<file path="config.mk">
export PLATFORM = sky130hd
export DESIGN_NAME = sact_front
export DESIGN_NICKNAME = d
export VERILOG_FILES = /design/src/design/sact_pkg.sv /design/src/design/sact_front.sv
export SDC_FILE = /design/constraint.sdc
export NUM_CORES = 1
export LEC_CHECK = 0
export BUFFER_PORTS_ARGS = -buffer_cell sky130_fd_sc_hd__buf_2
export CORE_MARGIN = 2
export CORE_UTILIZATION = 50
export CTS_BUF_LIST = sky130_fd_sc_hd__clkbuf_8 sky130_fd_sc_hd__clkbuf_16
export DETAILED_ROUTE_END_ITERATION = 10
export HOLD_SLACK_MARGIN = 0.05
export PLACE_DENSITY = 0.74
export RECOVER_POWER = 25
export SLEW_MARGIN = 30
export SYNTH_ARGS = -nofsm -noshare
export SYNTH_HDL_FRONTEND = slang
export SYNTH_SLANG_ARGS = --single-unit
export TNS_END_PERCENT = 1
</file>
<file path="constraint.sdc">
create_clock -name i_clk -period 4.24 [get_ports i_clk]
set_input_delay 0.212 -clock i_clk [delete_from_list [all_inputs] [get_ports i_clk]]
set_output_delay 0.212 -clock i_clk [all_outputs]
set_load 0.03 [all_outputs]
</file>
<file path="src/design/sact_pkg.sv">
// sact_pkg: shared types and constants of the set-associative cache tag controller
// no dependencies; imported by the front, back and top modules

package sact_pkg;

    // request opcodes
    typedef enum logic [1:0] {
        OP_READ  = 2'd0,
        OP_WRITE = 2'd1,
        OP_INVAL = 2'd2,
        OP_NONE  = 2'd3
    } t_op;

    // configuration register indexes
    typedef enum logic [2:0] {
        REG_BLOCK_OFFSET = 3'd0,
        REG_USE_RANDOM   = 3'd1,
        REG_WRITE_THRU   = 3'd2,
        REG_CACHE_CYC    = 3'd3,
        REG_MEM_CYC      = 3'd4,
        REG_SEED         = 3'd5
    } t_reg_idx;

    localparam int CFG_IDX_W   = 3;
    localparam int CFG_DATA_W  = 16;
    localparam int MAX_OFFSET  = 12;
    localparam logic [15:0] LFSR_MASK = 16'hB400;

    // result packing
    localparam int ACC_W   = 18;
    localparam int CNT_W   = 32;
    localparam int TOTAL_W = 48;
    localparam int RES_W   = 3 + ACC_W + 3 * CNT_W + TOTAL_W;
    localparam int OUT_W   = ((RES_W + 7) / 8) * 8;

    // configuration seen by the datapath
    typedef struct packed {
        logic [3:0]  block_offset_bits;
        logic        use_random;
        logic        write_through;
        logic [9:0]  cache_cycles;
        logic [15:0] memory_cycles;
    } t_cfg;

    // seed load request to the back end
    typedef struct packed {
        logic        load;
        logic [15:0] seed;
    } t_seed;

endpackage

</file>
<file path="src/design/sact_front.sv">
// sact_front: accepts requests, splits the address into set and tag, queues them
// depends on sact_pkg

module sact_front #(
    parameter int NUM_SETS  = 64,
    parameter int ADDR_BITS = 48,
    parameter int SET_W     = 6,
    parameter int TAG_W     = 42
) (
    input  logic                 i_clk,
    input  logic                 i_rst_n,
    input  sact_pkg::t_cfg       i_cfg,
    input  logic                 i_valid,
    output logic                 o_ready,
    input  logic [1:0]           i_op,
    input  logic [ADDR_BITS-1:0] i_addr,
    output logic                 o_q_valid,
    input  logic                 i_q_pop,
    output logic [1:0]           o_q_op,
    output logic [SET_W-1:0]     o_q_set,
    output logic [TAG_W-1:0]     o_q_tag
);
    import sact_pkg::*;

    localparam int DEPTH = 2;

    logic [3:0]           w_off;
    logic [ADDR_BITS-1:0] w_blk;
    logic [SET_W-1:0]     w_set;
    logic [TAG_W-1:0]     w_tag;
    logic                 w_push;

    logic [1:0]       r_op  [DEPTH];
    logic [SET_W-1:0] r_set [DEPTH];
    logic [TAG_W-1:0] r_tag [DEPTH];
    logic             r_wr_ptr, n_wr_ptr;
    logic             r_rd_ptr, n_rd_ptr;
    logic [1:0]       r_count, n_count;

    // address split
    always_comb begin
        w_off = (i_cfg.block_offset_bits > 4'(MAX_OFFSET)) ? 4'(MAX_OFFSET)
                                                           : i_cfg.block_offset_bits;
        w_blk = i_addr >> w_off;
        w_set = SET_W'(w_blk % NUM_SETS);
        w_tag = TAG_W'(w_blk / NUM_SETS);
    end

    // queue control
    assign o_ready   = (r_count != 2'(DEPTH));
    assign w_push    = i_valid && o_ready;
    assign o_q_valid = (r_count != 2'd0);
    assign o_q_op    = r_op[r_rd_ptr];
    assign o_q_set   = r_set[r_rd_ptr];
    assign o_q_tag   = r_tag[r_rd_ptr];

    always_comb begin
        n_wr_ptr = w_push ? ~r_wr_ptr : r_wr_ptr;
        n_rd_ptr = i_q_pop ? ~r_rd_ptr : r_rd_ptr;
        n_count  = r_count + 2'(w_push) - 2'(i_q_pop);
    end

    always_ff @(posedge i_clk) begin
        if (!i_rst_n) begin
            r_wr_ptr <= 1'b0;
            r_rd_ptr <= 1'b0;
            r_count  <= 2'd0;
        end else begin
            r_wr_ptr <= n_wr_ptr;
            r_rd_ptr <= n_rd_ptr;
            r_count  <= n_count;
        end
    end

    // queue storage
    always_ff @(posedge i_clk) begin
        if (w_push) begin
            r_op[r_wr_ptr]  <= i_op;
            r_set[r_wr_ptr] <= w_set;
            r_tag[r_wr_ptr] <= w_tag;
        end
    end

endmodule

</file>
Yosys cells after proc, flatten, opt, wreduce, memory -nomap -nowiden
Memories as Yosys holds them, arrays and structs flattened. A register that Yosys moved wholly into a read port is not among the register bits.
Index checks and enable logic that the tools add are counted.
- shift-type cells: 1
- mux-type cells: 9
- equality and inequality tests: 1
- order comparisons: 1
- $add $sub $neg: 2
- reduce and logical (&&, ||, !) cells: 2
- bitwise gates (word level): 2
- operators with widths (operator ; count):
    48-bit by 4-bit right shift with 48-bit output ; 1
    1-bit 2-to-1 mux ; 8
    4-bit > comparator (second input constant) ; 1
    4-bit 2-to-1 mux ; 1
    2-bit by 1-bit adder with 2-bit output ; 1
    2-bit inequality test (second input constant) ; 1
    1-bit inverter ; 2
    2-bit nonzero test ; 1
    2-bit by 1-bit subtractor with 2-bit output ; 1
    1-bit logical AND ; 1
- register bits after elaboration: 4
- RAM bits: 100
- logic and storage cells: 24
- memories kept: 3
- output and inout port bits: 52
- input bits: 86
- memory list (name ; depth ; width ; rd ports ; clocked after memory_dff ; wr ports ; line ; source):
    r_tag ; 2 ; 42 ; 1 ; 1 ; 1 ; sact_front.sv:35 ; logic [TAG_W-1:0] r_tag [DEPTH];
    r_set ; 2 ; 6 ; 1 ; 1 ; 1 ; sact_front.sv:34 ; logic [SET_W-1:0] r_set [DEPTH];
    r_op ; 2 ; 2 ; 1 ; 1 ; 1 ; sact_front.sv:33 ; logic [1:0] r_op [DEPTH];

Depth between registers and ports, before layout
- depth in word-level cells: 4
- depth in mapped cells: 8
- depth with buffers taken out: 8

Worst setup path before layout
OpenSTA, ideal clock, no wires.
- kind: register to register
- start point: register r_count[0]
- end point: memory r_op[0][0], enable pin
- library setup time: 0.459 ns
- buffers on the path: 0
- period minus slack after synthesis: 3.324 ns
- required time: 3.781 ns
- setup slack: 0.916 ns
- arrival: 2.864 ns
- stages on the path, launching flop included: 5
- cells stage by stage: dfxtp_1 -> inv_1 -> nand2_1 -> nand2_1 -> nor2_1
- longest elaborated chain between the ends: 4
- RTL lines (item ; line ; source):
    start: declaration ; sact_front.sv:38 ; logic [1:0] r_count, n_count;
    start signal: assignment ; sact_front.sv:71 ; r_count <= n_count;
    2-bit inequality test ; sact_front.sv:50 ; assign o_ready = (r_count != 2'(DEPTH));
    via o_ready ; sact_front.sv:14 ; output logic o_ready,
    1-bit logical AND ; sact_front.sv:51 ; assign w_push = i_valid && o_ready;
    1-bit 2-to-1 mux ; sact_front.sv:77 ; if (w_push) begin
    1-bit 2-to-1 mux (implied by the code) ; sact_front.sv:78 ; r_op[r_wr_ptr] <= i_op;
    end: declaration ; sact_front.sv:33 ;
The timed path passes the listed nets, and every way through them passes these cells.

Worst setup path in the final report
- start point: input i_cfg[31] (netlist name)
- end point: memory r_set[1][5], data pin
- longest elaborated chain between the ends: 3
- RTL lines (item ; line ; source):
    start: declaration ; sact_front.sv:12 ; input sact_pkg::t_cfg i_cfg,
    4-bit > comparator ; sact_front.sv:42 ; w_off = (i_cfg.block_offset_bits > 4'(MAX_OFFSET)) ? 4'(MAX_OFFSET)
    4-bit 2-to-1 mux * ; sact_front.sv:42 ;
    48-bit by 4-bit right shift with 48-bit output * ; sact_front.sv:44 ; w_blk = i_addr >> w_off;
    via w_blk[5] ; sact_front.sv:28 ; logic [ADDR_BITS-1:0] w_blk;
    end: declaration ; sact_front.sv:34 ;
Mark *: on every way through the listed nets, which the timed path passes. The rest lies on a longest branch.

==> metrics.yaml <==
status: "finished, final reports clean"
drive_gt1_share_pct: 28.3
clockBufferDepth: 2
start_kind: "input pin"
synth.most_common_cell: "edfxtp_1"
dieArea_um2: 14000
tightest_slew_ns: 1.47
ys_async_sr_fraction_pct: 0
grt_max_degree: 83
synth_area_leader_cell: "edfxtp_1"
synth.avg_cell_area_um2: 10.3
clk_pin_slew_ns: 0.07
use_met1_pct: 35.5
num-nets-final: 794
post-dp-hpwl_um: 11500
die_h_um: 118
io_pins: 138
finalClockSkew_ns: 0.0105
place_inst: 867
drv_slew: 0
path_max_fanout: 77
grtUsageMet2_pct: 33.6
n_antenna_cell: 0
synth.area.top_cells: "edfxtp_1, mux2_2, o211ai_1"
fill_cells: 1091
period_share_pct: 66.8
grt_pass1_wl_um: 25800
die_width_um: 118
fin_hold_ws_ns: 0.0639
ctsResizeCount: 0
synthCells: 633
antenna_found_initial: 0
first_iter_violations: 741
rsz0062_at_grt: "no"
worstPathRequired_ns: 4.31
start_util_pct: 51.6
cts_inserted_buffers: 9
use_met3_pct: 4.20
fp.coreArea_um2: 12700
grt.busiest_layer: "met1"
synth_nets: 721
min_period_ns: 2.83
slew_headroom_pct: 2.17
ys.flop_type: "edfxtp_1"
dr.pass1.iters: 5
slowest_delay_ns: 1.04
htree_levels: 3
grt_pass1_vias: 4832
row_count: 41
cts_tree: "built"
cts_hold_buf: 0
cts_root_buf: "clkbuf_16"
fin_cells: 883
seq_area_frac_synth_pct: 47.4
seq_area_um2: 3110
setup_viol: 0
max_freq_mhz: 353
clock_sinks: 105
cts_setup_buffers: 0
hp-class: "input pin to flip-flop"
power.leakage_nw: 2.70
synth.distinct_cells: 48
critPathArrivalTime_ns: 2.90
wl_um: 16500
vias: 5448
antenna_left: 0
regToRegSetupSlack_ns: 2.25
wl_per_cell_um: 18.7
ys.warnings.count: 0
multi_input_area_um2: 3060
crit_type: "input pin to flip-flop"
grt_overflow_total: 0
area_growth_pct: 13.0
power_density_nw_per_um2: 434
worstPathCellList: "buf_2 > clkbuf_2 > inv_2 > o221ai_1 > o21ai_1 > o22a_1"
synth_seq_cells: 105
gp_congestion: 0.905
worst_path_max_delay_cell: "clkbuf_2"
clk_latency_ns: 0.34
fin_setup_tns_ns: 0
viasPerCell: 6.17
syn-cell-area_um2: 6540
vdd_ir_drop_max_v: 0.000225
synth_edf_count: 100
drv_cap: 0
netlist_top_cells_count: "edfxtp_1, mux2_2, a21oi_1, nor2_1, o211ai_1"
drc_errors: 0
netlist.area_leader.share_pct: 45.9
finalHoldViolCount: 0
endpoint_kind: "flip-flop"
portBuffers: 109
grtUsageTotal_pct: 23.2
-- cell usage in the layout (no fill, tap or decap), drive strengths merged, types with 8 or more instances in the layout --
cell type  instances
a21o              13
a21oi             58
buf              114
clkbuf            13
edfxtp           100
inv               25
mux2              60
mux2i              8
nand2             17
nor2              55
nor2b             30
o211ai            42
o21a              17
o21ai             62
o221ai            20
o22ai             12
-- worst paths after layout --
kind | from | end | cells after the start
max | i_cfg[31] | r_set[1][5] | 6
min | i_op[1] | r_op[0][1] | 1
max reg2reg | r_count[0] | r_tag[0][12] | 5
min reg2reg | r_rd_ptr | flip-flop | 2
-- where the power goes --
part | total, mW | internal, mW | switching [mW]
Sequential | 1.40 | 1.34 | 0.0543
Combinational | 0.991 | 0.336 | 0.655
Clock | 0.820 | 0.462 | 0.358
Total | 3.21 | 2.14 | 1.07
-- critical path: cells and delay by family --
kind | cells | cell delay, ns
AO/OA/AOI/OAI | 3 | 0.87
buffers and inverters | 3 | 1.76
-- area by class of cell --
class | instances | area share (%)
multi-input cells | 449 | 41.4
clock inverters | 7 | 1.03
inverters | 23 | 1.17
repair buffers | 118 | 8.38
well taps | 172 | 2.91
clock buffers | 9 | 3.05
flip-flops and latches | 105 | 42.0
-- state kept, by name (all words and copies together) (netlist names), named ones only --
name	flops
r_count	2
r_op	4
r_rd_ptr	1
r_set	12
r_tag	84
r_wr_ptr	1
-- cells by family after synthesis --
logic type	count (synthesis)	synth area share (%)
buffers and inverters	79	5.84
and+or+nand+nor	124	8.99
AOI/OAI and AO/OA	250	24.7
xor gates and xnor gates	3	0.402
muxes	70	12.2
DFF	105	47.4
adders and majority gates	2	0.383
-- metrics by stage --
step / power, mW / setup WS [ns] / util (%) / cell area [um^2]
finish: 3.21 / 1.41 / 58.3 / 7390
floorplan: 2.13 / 0.916 / - / 6540
global placement: 2.38 / 1.85 / 56.0 / 7100
global route: 3.35 / 1.23 / 58.3 / 7390
CTS: 3.22 / 2.17 / 58.4 / 7400
detailed placement: 2.40 / 1.82 / 56.0 / 7100
-- layer usage --
metal / vias to the layer above / part of all wire [%]
li1: 2552 / -
met1: 2586 / 45
met2: 287 / 44
met3: 23 / 9.3
met4: 0 / 1.8
met5: - / 0
No activity file was read; power rests on OpenSTA's default activity.
